### src/design/chcf_pkg.sv
package chcf_pkg;

  localparam int unsigned LenWidth   = 16;
  localparam int unsigned TotalWidth = 17;
  localparam int unsigned MsgWidth   = 64;
  localparam int unsigned ByteWidth  = 8;

  localparam logic [LenWidth-1:0]   LenReset   = 16'd64;
  localparam logic [TotalWidth-1:0] TotalExtra = 17'd10;
  localparam logic [15:0]           CrcInit    = 16'hFFFF;
  localparam logic [15:0]           CrcPoly    = 16'h8408;

  localparam int unsigned FifoDepth  = 4;
  localparam int unsigned FifoPtrW   = $clog2(FifoDepth);
  localparam int unsigned FifoCountW = $clog2(FifoDepth + 1);

  // back-end sequencer steps
  localparam int unsigned StepWidth = 4;
  localparam logic [StepWidth-1:0] StepHdr0  = 4'd0;
  localparam logic [StepWidth-1:0] StepPay   = 4'd8;
  localparam logic [StepWidth-1:0] StepCrcLo = 4'd9;
  localparam logic [StepWidth-1:0] StepCrcHi = 4'd10;

  typedef struct packed {
    logic [ByteWidth-1:0]  data;
    logic                  first;
    logic                  last;
    logic [MsgWidth-1:0]   msg;
    logic [TotalWidth-1:0] total;
  } desc_t;

  function automatic logic [15:0] crc_feed(input logic [15:0] crc,
                                           input logic [ByteWidth-1:0] b);
    logic [15:0] c;
    c = crc ^ {8'h00, b};
    for (int i = 0; i < 8; i++) begin
      if (c[0]) begin
        c = (c >> 1) ^ CrcPoly;
      end else begin
        c = c >> 1;
      end
    end
    return c;
  endfunction

endpackage

### src/design/chcf_front.sv
module chcf_front
  import chcf_pkg::*;
(
  input  logic                 clk_i,
  input  logic                 rst_ni,
  input  logic                 cfg_we_i,
  input  logic [LenWidth-1:0]  cfg_wdata_i,
  input  logic                 push,
  output logic                 full,
  input  logic [ByteWidth-1:0] data_byte_i,
  input  logic                 fifo_full_i,
  output logic                 fifo_push_o,
  output desc_t                fifo_desc_o
);

  logic [LenWidth-1:0] len_q;
  logic [LenWidth-1:0] pos_q, pos_d;
  logic [MsgWidth-1:0] ctr_q, ctr_d;
  logic [LenWidth-1:0] len_eff;
  logic [MsgWidth-1:0] ctr_inc;
  logic                first, last, accept;

  assign full        = fifo_full_i;
  assign accept      = push && !fifo_full_i;
  assign fifo_push_o = accept;

  always_comb begin
    len_eff = (len_q == '0) ? LenWidth'(1) : len_q;
    ctr_inc = ctr_q + MsgWidth'(1);
    first   = (pos_q == '0);
    last    = (({1'b0, pos_q} + TotalWidth'(1)) >= {1'b0, len_eff});

    fifo_desc_o.data  = data_byte_i;
    fifo_desc_o.first = first;
    fifo_desc_o.last  = last;
    fifo_desc_o.msg   = first ? ctr_inc : ctr_q;
    fifo_desc_o.total = {1'b0, len_eff} + TotalExtra;

    pos_d = pos_q;
    ctr_d = ctr_q;
    if (accept) begin
      pos_d = last ? '0 : pos_q + LenWidth'(1);
      if (first) begin
        ctr_d = ctr_inc;
      end
    end
  end

  always_ff @(posedge clk_i or negedge rst_ni) begin
    if (!rst_ni) begin
      len_q <= LenReset;
      pos_q <= '0;
      ctr_q <= '0;
    end else begin
      if (cfg_we_i) begin
        len_q <= cfg_wdata_i;
      end
      pos_q <= pos_d;
      ctr_q <= ctr_d;
    end
  end

endmodule

### src/design/chcf_fifo.sv
module chcf_fifo
  import chcf_pkg::*;
(
  input  logic  clk_i,
  input  logic  rst_ni,
  input  logic  wr_en_i,
  input  desc_t wr_desc_i,
  input  logic  rd_en_i,
  output desc_t rd_desc_o,
  output logic  empty_o,
  output logic  full_o
);

  desc_t                 mem_q [FifoDepth];
  logic [FifoPtrW-1:0]   wptr_q, rptr_q;
  logic [FifoCountW-1:0] count_q;
  logic                  do_wr, do_rd;

  assign empty_o   = (count_q == '0);
  assign full_o    = (count_q == FifoCountW'(FifoDepth));
  assign do_wr     = wr_en_i && !full_o;
  assign do_rd     = rd_en_i && !empty_o;
  assign rd_desc_o = mem_q[rptr_q];

  always_ff @(posedge clk_i) begin
    if (do_wr) begin
      mem_q[wptr_q] <= wr_desc_i;
    end
  end

  always_ff @(posedge clk_i or negedge rst_ni) begin
    if (!rst_ni) begin
      wptr_q  <= '0;
      rptr_q  <= '0;
      count_q <= '0;
    end else begin
      if (do_wr) begin
        wptr_q <= wptr_q + FifoPtrW'(1);
      end
      if (do_rd) begin
        rptr_q <= rptr_q + FifoPtrW'(1);
      end
      if (do_wr && !do_rd) begin
        count_q <= count_q + FifoCountW'(1);
      end else if (do_rd && !do_wr) begin
        count_q <= count_q - FifoCountW'(1);
      end
    end
  end

endmodule

### src/design/chcf_back.sv
module chcf_back
  import chcf_pkg::*;
(
  input  logic                  clk_i,
  input  logic                  rst_ni,
  input  logic                  fifo_empty_i,
  input  desc_t                 fifo_desc_i,
  output logic                  fifo_pop_o,
  output logic                  empty,
  input  logic                  pop,
  output logic [ByteWidth-1:0]  out_byte_o,
  output logic                  frame_start_o,
  output logic                  frame_end_o,
  output logic                  run_end_o,
  output logic [TotalWidth-1:0] frame_total_length_o,
  output logic [MsgWidth-1:0]   message_number_o
);

  logic                  busy_q, busy_d;
  logic [StepWidth-1:0]  step_q, step_d;
  logic [15:0]           crc_q, crc_d, crc_base, crc_out;
  desc_t                 desc_q, desc_d;
  logic                  adv, emit, load;
  logic [ByteWidth-1:0]  emit_byte;
  logic                  emit_fs, emit_fe, emit_re;

  logic                  out_valid_q, out_valid_d;
  logic [ByteWidth-1:0]  out_byte_q;
  logic                  out_fs_q, out_fe_q, out_re_q;
  logic [TotalWidth-1:0] out_total_q;
  logic [MsgWidth-1:0]   out_msg_q;

  always_comb begin
    adv      = !out_valid_q || pop;
    emit     = busy_q && adv;
    crc_base = (step_q == StepHdr0) ? CrcInit : crc_q;
    crc_out  = ~crc_q;

    emit_fs   = 1'b0;
    emit_fe   = 1'b0;
    emit_re   = 1'b0;
    emit_byte = crc_out[15:8];
    if (step_q < StepPay) begin
      emit_byte = desc_q.msg[{step_q[2:0], 3'b000} +: ByteWidth];
      emit_fs   = (step_q == StepHdr0);
    end else if (step_q == StepPay) begin
      emit_byte = desc_q.data;
      emit_re   = !desc_q.last;
    end else if (step_q == StepCrcLo) begin
      emit_byte = crc_out[7:0];
    end else begin
      emit_fe = 1'b1;
      emit_re = 1'b1;
    end

    crc_d = crc_q;
    if (emit && step_q <= StepPay) begin
      crc_d = crc_feed(crc_base, emit_byte);
    end

    load       = !fifo_empty_i && (!busy_q || (emit && emit_re));
    fifo_pop_o = load;

    busy_d = busy_q;
    step_d = step_q;
    desc_d = desc_q;
    if (load) begin
      busy_d = 1'b1;
      desc_d = fifo_desc_i;
      step_d = fifo_desc_i.first ? StepHdr0 : StepPay;
    end else if (emit && emit_re) begin
      busy_d = 1'b0;
    end else if (emit) begin
      step_d = step_q + StepWidth'(1);
    end

    out_valid_d = adv ? busy_q : out_valid_q;
  end

  always_ff @(posedge clk_i or negedge rst_ni) begin
    if (!rst_ni) begin
      busy_q      <= 1'b0;
      step_q      <= StepHdr0;
      crc_q       <= CrcInit;
      out_valid_q <= 1'b0;
    end else begin
      busy_q      <= busy_d;
      step_q      <= step_d;
      crc_q       <= crc_d;
      out_valid_q <= out_valid_d;
    end
  end

  always_ff @(posedge clk_i) begin
    desc_q <= desc_d;
    if (emit) begin
      out_byte_q  <= emit_byte;
      out_fs_q    <= emit_fs;
      out_fe_q    <= emit_fe;
      out_re_q    <= emit_re;
      out_total_q <= desc_q.total;
      out_msg_q   <= desc_q.msg;
    end
  end

  assign empty                = !out_valid_q;
  assign out_byte_o           = out_byte_q;
  assign frame_start_o        = out_fs_q;
  assign frame_end_o          = out_fe_q;
  assign run_end_o            = out_re_q;
  assign frame_total_length_o = out_total_q;
  assign message_number_o     = out_msg_q;

  a_pop_nonempty: assert property (@(posedge clk_i) disable iff (!rst_ni)
    fifo_pop_o |-> !fifo_empty_i)
    else $error("descriptor popped from empty queue");

  a_step_range: assert property (@(posedge clk_i) disable iff (!rst_ni)
    busy_q |-> step_q <= StepCrcHi)
    else $error("sequencer step out of range");

  a_end_is_run_end: assert property (@(posedge clk_i) disable iff (!rst_ni)
    (out_valid_q && out_fe_q) |-> (out_re_q && !out_fs_q))
    else $error("frame end beat not flagged as run end");

  a_start_byte: assert property (@(posedge clk_i) disable iff (!rst_ni)
    (out_valid_q && out_fs_q) |-> (out_byte_q == out_msg_q[7:0]))
    else $error("frame start beat is not the low header byte");

  a_stall_hold: assert property (@(posedge clk_i) disable iff (!rst_ni)
    (busy_q && out_valid_q && !pop) |=> ($stable(step_q) && busy_q))
    else $error("sequencer advanced while output stalled");

endmodule

### src/design/counter_header_crc16_framer.sv
// Sequence-numbered CRC-16 framer.
// Input queue port: a payload beat is taken on push while full is low.
// Output queue port: a frame beat is shown while empty is low and is taken
// on pop. Each frame is 8 header bytes (message number, LSB first), the
// payload bytes, then the X.25 CRC-16 low byte first. cfg_we_i/cfg_wdata_i
// set the payload length (0 acts as 1); write it only while the block idles.
// A beat taken into an idle block passes the descriptor queue, the
// sequencer's descriptor register and the output register. Unstalled,
// the sequencer emits one output beat per cycle and plain payload beats
// flow one per cycle; a first beat adds 8 header and a last beat 2 CRC
// beats, runs that hold the input off once the 4-entry queue fills.
// A stalled output (pop low) holds its beat; the sequencer stops and the
// descriptor queue absorbs up to 4 more input beats before full rises.
// Reset: payload length 64, message number 0 (first frame carries 1), CRC
// preset, queues empty; no beats are lost or duplicated across a stall.
module counter_header_crc16_framer
  import chcf_pkg::*;
(
  input  logic                  clk_i,
  input  logic                  rst_ni,
  input  logic                  cfg_we_i,
  input  logic [LenWidth-1:0]   cfg_wdata_i,
  input  logic                  push,
  output logic                  full,
  input  logic [ByteWidth-1:0]  data_byte_i,
  output logic                  empty,
  input  logic                  pop,
  output logic [ByteWidth-1:0]  out_byte_o,
  output logic                  frame_start_o,
  output logic                  frame_end_o,
  output logic                  run_end_o,
  output logic [TotalWidth-1:0] frame_total_length_o,
  output logic [MsgWidth-1:0]   message_number_o
);

  logic  fifo_push, fifo_pop, fifo_empty, fifo_full;
  desc_t fifo_wdesc, fifo_rdesc;

  chcf_front u_front (
    .clk_i       (clk_i),
    .rst_ni      (rst_ni),
    .cfg_we_i    (cfg_we_i),
    .cfg_wdata_i (cfg_wdata_i),
    .push        (push),
    .full        (full),
    .data_byte_i (data_byte_i),
    .fifo_full_i (fifo_full),
    .fifo_push_o (fifo_push),
    .fifo_desc_o (fifo_wdesc)
  );

  chcf_fifo u_fifo (
    .clk_i     (clk_i),
    .rst_ni    (rst_ni),
    .wr_en_i   (fifo_push),
    .wr_desc_i (fifo_wdesc),
    .rd_en_i   (fifo_pop),
    .rd_desc_o (fifo_rdesc),
    .empty_o   (fifo_empty),
    .full_o    (fifo_full)
  );

  chcf_back u_back (
    .clk_i                (clk_i),
    .rst_ni               (rst_ni),
    .fifo_empty_i         (fifo_empty),
    .fifo_desc_i          (fifo_rdesc),
    .fifo_pop_o           (fifo_pop),
    .empty                (empty),
    .pop                  (pop),
    .out_byte_o           (out_byte_o),
    .frame_start_o        (frame_start_o),
    .frame_end_o          (frame_end_o),
    .run_end_o            (run_end_o),
    .frame_total_length_o (frame_total_length_o),
    .message_number_o     (message_number_o)
  );

endmodule

### config.mk
export PLATFORM = sky130hd
export DESIGN_NAME = counter_header_crc16_framer
export DESIGN_NICKNAME = d
export VERILOG_FILES = /design/src/design/chcf_pkg.sv /design/src/design/chcf_front.sv /design/src/design/chcf_fifo.sv /design/src/design/chcf_back.sv /design/src/design/counter_header_crc16_framer.sv
export SDC_FILE = /design/constraint.sdc
export NUM_CORES = 1
export LEC_CHECK = 0
export ABC_AREA = 1
export BUFFER_PORTS_ARGS = -buffer_cell sky130_fd_sc_hd__buf_2
export CORE_MARGIN = 1
export CORE_UTILIZATION = 60
export DETAILED_ROUTE_END_ITERATION = 6
export PLACE_DENSITY = 0.75
export SETUP_SLACK_MARGIN = 0.1
export SYNTH_ARGS = -nofsm -noshare
export SYNTH_HDL_FRONTEND = slang
export SYNTH_SLANG_ARGS = --single-unit
### constraint.sdc
create_clock -name clk_i -period 6.2 [get_ports clk_i]
set_clock_uncertainty 0.2 [all_clocks]
set_input_delay 0 -clock clk_i [delete_from_list [all_inputs] [get_ports clk_i]]
set_output_delay 0 -clock clk_i [all_outputs]
set_load 0.005 [all_outputs]
==> impl_metrics.py, run 1 <==
metrics = {
    "synth": {
        "async_flop_share_pct": 18.63,
        "synth_top_area_share_pct": 56.16,
        "ys_seq_area_share_pct": 66.95,
        "syn_area_um2": 29190,
        "synth_edf_count": 546,
        "post_synth_num_cell_types": 56,
        "synth_top_area_cell": "edfxtp_1",
        "yosys-top-cells-area": "edfxtp_1, dfrtp_1, nand2_1, o21ai_0, nor2_1",
        "yosysWarnings": 0,
        "syn-num-nets": 2702,
        "syn_area_per_cell_um2": 11.04,
        "syn_inst": 2644,
        "yosysMostFrequentCell": "edfxtp_1",
        "synth-seq-cells": 671,
        "ys.flop_type": "edfxtp_1",
        "synth_common_cells": "edfxtp_1, nand2_1, nor2_1, o21ai_0, inv_1",
    },
    "timing": {
        "rsz0062_at_grt": "no",
        "clock.fmax_mhz": 234.3,
        "fin_crit_sh_pct": 68.84,
        "fin_tns_setup_ns": 0,
        "setup_violations": 0,
        "drv_slew": 0,
        "hold_violations": 0,
        "worstMarginPinSlew_ns": 1.171,
        "relSlewSlack_pct": 21.92,
        "final.min_clock_period_ns": 4.268,
    },
    "worst_setup_path": {
        "crit_path_end_kind": "register",
        "cp-startpoint": "u_back.step_q[1]",
        "rr_worst_depth": 9,
        "crit_type": "reg2reg",
        "rr_startpoint": "u_back.step_q[1]",
        "cp_max_fo": 63,
        "arrival_ns": 4.28,
        "r2r_setup_slack_ns": 1.93,
        "setup.worst_path.start_class": "register",
        "cp_data_required_time_ns": 6.21,
        "crit_path_end": "u_back.desc_q[83]",
        "rr_endpoint": "u_back.desc_q[83]",
    },
    "route": {
        "drtIter0Drc": 2453,
        "vias": 20810,
        "wl_mm": 74.23,
        "first_pass_iters": 7,
        "drtAntennaViolNets": 0,
        "vias_per_cell": 5.940,
        "drc": 1,
        "wire_per_inst_um": 21.18,
    },
    "cells_and_area": {
        "drive_gt1_share_pct": 12.40,
        "fin_cells": 3504,
        "fillers": 3309,
        "design_area_um2": 33640,
        "nets": 2888,
        "synthToLayoutAreaGrowth_pct": 15.22,
    },
    "global_routing": {
        "track_usage_pct": 30.39,
        "antenna_found_initial": 3,
        "grt_max_degree": 130,
        "grt_pass1_vias": 19970,
        "grt_pass1_wl_mm": 113.9,
        "overflow": 0,
    },
    "clocking": {
        "cts_setup_buffers": 0,
        "ctsRootBufferMaster": "clkbuf_16",
        "cts-buffers-inserted": 70,
        "clk_latency_ns": 0.61,
        "clock_path_buffers": 3,
        "cts_tree": "built",
        "clkTransAtPathRegs_ns": 0.06,
        "h-tree-depth": 3,
        "ctsResizeCount": 0,
        "clock_sinks": 671,
    },
    "place": {
        "placed_cell_area_um2": 30330,
        "place.gp.congestion": 0.9678,
        "dpl.hpwl_mm": 46.62,
        "numPortBuffers": 122,
        "placed_cells": 3288,
    },
    "floorplan": {
        "initial_core_util_pct": 61.01,
        "dieHeight_um": 222.6,
        "boundaryPins": 123,
        "die_w_um": 222.6,
        "core_um2": 47850,
        "rows": 80,
        "dieArea_um2": 49540,
    },
    "power": {
        "p_leak_nw": 12.70,
        "p_per_area_nw_per_um2": 488.1,
        "peakVddDrop_mv": 0.2852,
    },
    "run": {
        "maxCapViolCount": 0,
    },
    "status": {
        "violations": "DRC",
        "status": "finished, violations left",
    },
    "hold_path": {
        "hold_path_class": "in2reg",
    },
}
==> flip-flops by register name (all words and copies together) (netlist names), 2 cells and up <==
register                     flops
u_back.out_byte_o                8
u_fifo.wptr_q                    2
u_back.message_number_o         64
u_fifo.rptr_q                    2
u_fifo.mem_q                   364
u_back.desc_q                   90
u_back.frame_total_length_o     17
u_back.step_q                    4
u_front.len_q                   16
u_back.crc_q                    16
u_front.pos_q                   16
u_front.ctr_q                   64
u_fifo.count_q                   3
==> where the power goes <==
part           total (W)  leakage (nW)  internal (W)  switching, W
clock network    0.00439          1.19       0.00267       0.00172
registers        0.00722          6.67       0.00654      0.000681
logic            0.00480          4.84       0.00137       0.00344
total             0.0164          12.7        0.0106       0.00584
==> routing by layer <==
metal	track usage [%]	up-vias	share of wire, %
met1	42.24	10120	41
met5	0	-	0
li1	-	9563	-
met2	48.31	968	47
met4	11.03	0	3.1
met3	5.567	159	8.2
==> cell usage in the layout, fill, tap and decap left out, drive strengths merged, types with 84 or more instances in the layout <==
cell type	n
clkbuf	89
dfrtp	108
o22ai	91
o21ai	298
nand3	137
nand2	511
buf	140
inv	197
nor2	350
dlygate4sd3	84
edfxtp	546
==> repair_timing <==
| item | CTS | global route |
|---|---|---|
| hold endpoints to repair | 134 | 0 |
| setup endpoints to repair | 0 | 0 |
| hold buffers | 85 | 0 |
==> area by class of cell <==
cell class / count / area, µm² / share of cell area, %
flip-flops and latches: 671 / 19550 / 58.12
repair buffers: 224 / 1664 / 4.947
diodes: 3 / 7.507 / 0.02232
clock inverters: 39 / 509.2 / 1.514
clock buffers: 89 / 1927 / 5.729
inverters: 199 / 752.0 / 2.236
multi-input cells: 1664 / 8457 / 25.14
well taps: 615 / 769.5 / 2.288
==> critical path, cell delays in order, from the launching register on <==
cell and delay (ns):
dfrtp_1 0.85, inv_1 0.54, ha_1 0.39, nand3_2 0.20, inv_2 0.11, o22ai_2 0.13
a21oi_1 0.14, nor2_4 0.10, buf_4 0.39, buf_4 0.72
==> logic make-up after synthesis <==
group / share of synthesized area, %
xor gates and xnor gates: 2.542
and+or+nand+nor: 16.70
adders and majority gates: 1.269
AOI/OAI and AO/OA: 8.276
muxes: 0.03857
DFF: 66.95
buffers and inverters: 4.226
==> worst min path at each step <==
stage          startpoint                 end  slack (ns)  cells after the start
2_1_floorplan      rst_ni       u_back.busy_q       -0.50                      0
3_3_place_gp       rst_ni    u_front.len_q[1]       -0.09                      1
3_5_place_dp       rst_ni   u_front.len_q[15]       -0.07                      1
4_1_cts               pop  u_back.out_valid_q        0.04                      4
5_1_grt               pop  u_back.out_valid_q        0.11                      4
6_report              pop  u_back.out_valid_q        0.09                      4
==> through the flow <==
step / power (W) / setup slack, ns / utilization (%) / hold slack (ns)
2_1_floorplan: 0.01032 / 0.6302 / - / -0.4956
3_3_place_gp: 0.01172 / 2.208 / 63.39 / -0.09181
3_5_place_dp: 0.01193 / 2.062 / 63.39 / -0.07152
4_1_cts: 0.01636 / 2.035 / 70.29 / 0.03971
5_1_grt: 0.01723 / 1.773 / 70.30 / 0.1085
6_report: 0.01642 / 1.932 / 70.30 / 0.09429
No activity file was read; power rests on OpenSTA's default activity.
==> inputs of run 2 (changes only) <==
- clock period: 6.2 -> 4.1 ns (I/O delays scaled with it)
==> run 2 against run 1 <==
Net effect:
- the flow now finishes without violations
- via count barely moved
- clock power rose by 42%
- first-iteration DRC count fell by 5.1%
- routed wire length fell by 0.25%
- clock-buffer cell count did not move
- hold slack got worse by 0.039 ns
- largest power group unchanged
- highest routed layer unchanged
==> impl_metrics.py, run 2 (same netlist as run 1, synthesis figures left out) <==
metrics = {
    "worst_setup_path": {
        "cp_max_fo": 17,
        "crit_path_end_kind": "register",
        "cp_data_required_time_ns": 4.33,
        "arrival_ns": 3.79,
        "setup.worst_path.start_class": "register",
        "crit_type": "reg2reg",
    },
    "place": {
        "place.gp.congestion": 0.9745,
        "dpl.hpwl_mm": 48.73,
        "placed_cell_area_um2": 30630,
        "numPortBuffers": 122,
    },
    "timing": {
        "fin_crit_sh_pct": 86.90,
        "drv_slew": 0,
        "worstMarginPinSlew_ns": 1.118,
        "holdWs_ns": 0.05511,
        "setup_violations": 0,
        "final.min_clock_period_ns": 3.563,
        "rsz0062_at_grt": "no",
        "clock.fmax_mhz": 280.7,
        "hold_violations": 0,
        "relSlewSlack_pct": 25.46,
    },
    "route": {
        "wire_per_inst_um": 21.03,
        "first_pass_iters": 7,
        "vias": 20820,
        "drtAntennaViolNets": 0,
        "vias_per_cell": 5.912,
        "drtIter0Drc": 2327,
        "wl_mm": 74.04,
        "drc": 0,
    },
    "global_routing": {
        "use_met3_pct": 5.104,
        "grt_busiest_layer": "met2",
        "grt_pass1_vias": 19700,
        "grt_max_degree": 117,
        "track_usage_pct": 30.19,
        "grtUsageMet2_pct": 47.37,
        "antenna_found_initial": 1,
        "use_met1_pct": 43.36,
        "overflow": 0,
        "grt_pass1_wl_mm": 113.0,
    },
    "floorplan": {
        "initial_core_util_pct": 61.01,
        "dieArea_um2": 49540,
        "rows": 80,
        "die_w_um": 222.6,
        "core_um2": 47850,
        "boundaryPins": 123,
        "dieHeight_um": 222.6,
    },
    "hold_path": {
        "hold_path_class": "in2reg",
    },
    "cells_and_area": {
        "area.sequential_um2": 19550,
        "layout_commonest_cell": "edfxtp_1",
        "drive_gt1_share_pct": 12.91,
        "utilization_pct": 70.48,
        "fillers": 3367,
        "multi_input_area_um2": 8478,
        "synthToLayoutAreaGrowth_pct": 15.52,
        "final_cell_mix": "edfxtp_1, nand2_1, nor2_1",
        "design_area_um2": 33720,
        "largest_reg_flops": 364,
        "regMostFlops": "u_fifo.mem_q",
        "nets": 2909,
        "reg.largest.list": "u_fifo.mem_q: 364 flops, u_back.desc_q: 90 flops",
    },
    "clocking": {
        "ctsResizeCount": 0,
        "clock_sinks": 671,
        "ctsRootBufferMaster": "clkbuf_16",
        "cts_tree": "built",
        "h-tree-depth": 3,
        "clk_latency_ns": 0.61,
        "clkTransAtPathRegs_ns": 0.06,
        "cts-buffers-inserted": 68,
        "ctsHoldBuffers": 85,
        "clock_path_buffers": 3,
        "cts_setup_buffers": 0,
    },
    "run": {
        "maxCapViolCount": 0,
    },
    "power": {
        "finalPower_w": 0.02457,
        "p_leak_nw": 12.72,
        "peakVddDrop_mv": 0.7447,
        "p_per_area_nw_per_um2": 728.6,
    },
    "status": {
        "status": "completed",
    },
}
run 2: changes by cell type in the layout (fill, tap and decap cells not counted), sizes merged:
cell and delta:
bufinv -3, clkinvlp +2, diode -1, inv +2
buf +23, clkinv -6
run 2: worst paths after layout:
path                       cells after the start  slack [ns]                              to             start
min                                            4        0.06              u_back.out_valid_q               pop
min in group asynchronous                      3        0.43               u_front.ctr_q[31]            rst_ni
max                                           15        0.54             u_fifo.mem_q[1][81]  u_front.pos_q[0]
max reg2reg                                   15        0.54             u_fifo.mem_q[1][81]  u_front.pos_q[0]
min reg2reg                                    0        0.22  u_back.frame_total_length_o[9]  u_back.desc_q[9]
max in group asynchronous                      4        2.32                u_fifo.rptr_q[0]            rst_ni
run 2: layer usage:
layer  vias to the layer above  part of all wire [%]
met3                       155                   8.1
met5                         -                     0
met2                       906                    47
li1                       9601                     -
met1                     10150                    42
met4                         0                   2.8
run 2: area by class of cell:
type | instances | area share (%)
diodes | 2 | 0.01484
inverters | 199 | 2.234
repair buffers | 247 | 5.743
clock inverters | 34 | 1.213
multi-input cells | 1664 | 25.14
clock buffers | 89 | 5.402
flip-flops and latches | 671 | 57.97
well taps | 615 | 2.282
run 2: power by group:
part / switching (W) / internal, W / leakage [nW]
Clock: 0.00256 / 0.00366 / 1.07
Combinational: 0.00532 / 0.00224 / 4.98
Sequential: 0.000899 / 0.00989 / 6.67
Total: 0.00878 / 0.0158 / 12.7
run 2: critical path: stages, from the launching register on:
cell and delay (ns):
dfrtp_1 0.44, ha_1 0.23, nand3_1 0.12, nor2_2 0.14
inv_2 0.06, nor2_4 0.12, nand3_1 0.13, nor2_1 0.14
xor2_1 0.20, inv_1 0.07, ha_1 0.31, nand2_1 0.06
nand3b_2 0.23, nor2_1 0.15, nand4_2 0.43, nand3_1 0.35
run 2: through the flow:
step                      setup slack, ns  std cells  TNS [ns]
after floorplan                    -1.277       2644   -465.13
after global placement             0.6822       3311         0
after detailed placement           0.5368       3311         0
after CTS                          0.5180       3519         0
after global routing               0.2152       3521         0
final                              0.5370       3521         0
==> inputs of run 3 (changes only) <==
- CELL_PAD_IN_SITES_DETAIL_PLACEMENT: default -> 1
- CELL_PAD_IN_SITES_GLOBAL_PLACEMENT: default -> 1
- CORE_UTILIZATION: 60 -> 50
- PLACE_DENSITY: 0.75 -> 0.77
- SKIP_LAST_GASP: default -> 1
==> run 3 against run 2 <==
Net effect:
- die area grew 20%
- design area rose by 1.1%
- critical path type unchanged
- fmax shrank 0.21%
==> impl_metrics.py, run 3 (same netlist as run 1, synthesis figures left out) <==
metrics = {
    "cells_and_area": {
        "reg.largest.list": "u_fifo.mem_q: 364 flops, u_back.desc_q: 90 flops",
        "regMostFlops": "u_fifo.mem_q",
        "nets": 2911,
        "final_cell_mix": "edfxtp_1, nand2_1, nor2_1",
        "fillers": 6075,
        "multi_input_area_um2": 8481,
        "drive_gt1_share_pct": 13.49,
        "utilization_pct": 59.08,
        "largest_reg_flops": 364,
        "layout_commonest_cell": "edfxtp_1",
        "synthToLayoutAreaGrowth_pct": 16.76,
        "area.sequential_um2": 19550,
    },
    "worst_setup_path": {
        "critical_path_buf_inv_count": 2,
        "cp-startpoint": "u_front.pos_q[0]",
        "critical_path.most_common_cell": "nand3_1",
        "arrival_ns": 3.82,
        "worstSetupPathDepth": 15,
        "rr_startpoint": "u_front.pos_q[0]",
        "crit_type": "reg2reg",
        "rr_endpoint": "u_fifo.mem_q[2][81]",
        "r2r_setup_slack_ns": 0.53,
        "cp_cell_sequence": "ha_1 > nand3_1 > nor2_2 > inv_2 > nor2_4 > nand3_1 > nor2_1 > xor2_1 > inv_1 > ha_1 > nand2_1 > nand3b_2 > nor2_1 > nand4_2 > nand3_1",
        "path_delay_family": "simple AND/OR/NAND/NOR gates",
        "setup.worst_path.start_class": "register",
        "cp_max_fo": 17,
        "crit_path_end": "u_fifo.mem_q[2][81]",
        "crit_path_end_kind": "register",
        "cp_data_required_time_ns": 4.35,
        "critPathMaxStageDelay_ns": 0.43,
        "cp_slowest_cell": "dfrtp_1",
        "rr_worst_depth": 15,
    },
    "timing": {
        "worst_slack_ns": 0.5297,
        "rsz0062_at_grt": "no",
        "worstMarginPinSlew_ns": 1.109,
        "setup_violations": 0,
        "final.min_clock_period_ns": 3.570,
        "drv_slew": 0,
        "clock.fmax_mhz": 280.1,
        "relSlewSlack_pct": 26.05,
        "hold_violations": 0,
        "fin_crit_sh_pct": 87.08,
    },
    "route": {
        "wl_mm": 92.67,
        "vias_per_cell": 5.873,
        "first_pass_iters": 7,
        "drc": 0,
        "drtAntennaViolNets": 0,
        "wire_per_inst_um": 25.18,
        "drtIter0Drc": 1753,
        "vias": 21610,
    },
    "clocking": {
        "clk_latency_ns": 0.63,
        "h-tree-depth": 3,
        "clkTransAtPathRegs_ns": 0.06,
        "clock_path_buffers": 3,
        "cts_tree": "built",
        "ctsRootBufferMaster": "clkbuf_16",
        "cts-buffers-inserted": 73,
        "clock_sinks": 671,
    },
    "hold_path": {
        "hold_path_class": "in2reg",
    },
    "power": {
        "p_leak_nw": 12.84,
        "intPower_w": 0.01614,
        "switching_share_pct": 38.01,
        "pwr-share-seq_pct": 42.0,
        "p_per_area_nw_per_um2": 763.7,
        "switchingPower_w": 0.009895,
        "clkPwrFrac_pct": 26.7,
        "peakVddDrop_mv": 0.4956,
        "pwr-share-comb_pct": 31.3,
    },
    "floorplan": {
        "die_w_um": 243.6,
        "dieArea_um2": 59360,
        "core_um2": 57700,
        "initial_core_util_pct": 50.60,
        "rows": 88,
        "dieHeight_um": 243.6,
        "boundaryPins": 123,
    },
    "global_routing": {
        "grt_pass1_wl_mm": 140.6,
        "grt_max_degree": 92,
        "grt_pass1_vias": 22790,
        "overflow": 0,
        "track_usage_pct": 31.60,
        "antenna_found_initial": 6,
    },
    "place": {
        "detailedPlace.worstSlack_ns": 0.5324,
        "place.gp.congestion": 0.9224,
        "dpl.hpwl_mm": 57.94,
        "numPortBuffers": 122,
    },
    "run": {
        "maxCapViolCount": 0,
    },
    "status": {
        "status": "completed",
    },
}
==> run 3: worst min-delay path by stage <==
stage                start            endpoint  slack, ns  depth (start not counted)
floorplan           rst_ni       u_back.busy_q      -0.50                          0
global placement    rst_ni    u_fifo.rptr_q[0]      -0.11                          1
detailed placement  rst_ni    u_fifo.rptr_q[0]      -0.11                          1
CTS                    pop  u_back.out_valid_q       0.07                          4
global route           pop  u_back.out_valid_q       0.11                          4
finish                 pop  u_back.out_valid_q       0.09                          4
==> run 3: power by group through the flow <==
stage                     registers, W  clock network (W)  logic, W
after floorplan                 0.0106                  0   0.00499
after global placement          0.0108                  0   0.00729
after detailed placement        0.0110                  0   0.00775
after CTS                       0.0109            0.00696   0.00804
after global routing            0.0111            0.00723   0.00886
final                           0.0109            0.00695   0.00814
==> run 3: per-stage QoR <==
stage	setup TNS [ns]	power (W)	cell area, µm²	hold WS [ns]	instances
floorplan	-465.13	0.01562	29230	-0.4956	2644
global placement	0	0.01813	30710	-0.1093	3458
detailed placement	0	0.01873	30710	-0.1072	3458
CTS	0	0.02590	34080	0.06819	3678
global route	0	0.02714	34080	0.1107	3679
finish	0	0.02603	34090	0.09239	3680
==> run 3: routing by layer <==
layer | GRT usage (%) | share of wire (%)
met1 | 40.76 | 40
met4 | 11.40 | 3.2
met2 | 54.52 | 50
met5 | 0 | 0.028
met3 | 4.395 | 6.0
==> run 3: worst reg2reg max path: cells and delay by family, from the launching register on <==
kind / cells / cell delay [ns]
buf+inv: 2 / 0.13
fa+ha+maj: 2 / 0.56
flops: 1 / 0.43
simple gates: 10 / 1.87
xor+xnor: 1 / 0.20
==> run 3: cell type report <==
type | count | area share, %
timing repair buffer | 244 | 5.392
tap | 765 | 2.808
sequential | 671 | 57.36
clock inverter | 47 | 1.575
antenna | 2 | 0.01468
multi-input combinational | 1664 | 24.88
inverter | 199 | 2.206
clock buffer | 88 | 5.767
==> run 3: repair_timing <==
item	4_1_cts	5_1_grt
resized for setup	0	1
endpoints found under the setup margin	0	4
hold buffers	85	0
setup buffers	0	0
endpoints found under the hold margin	189	0
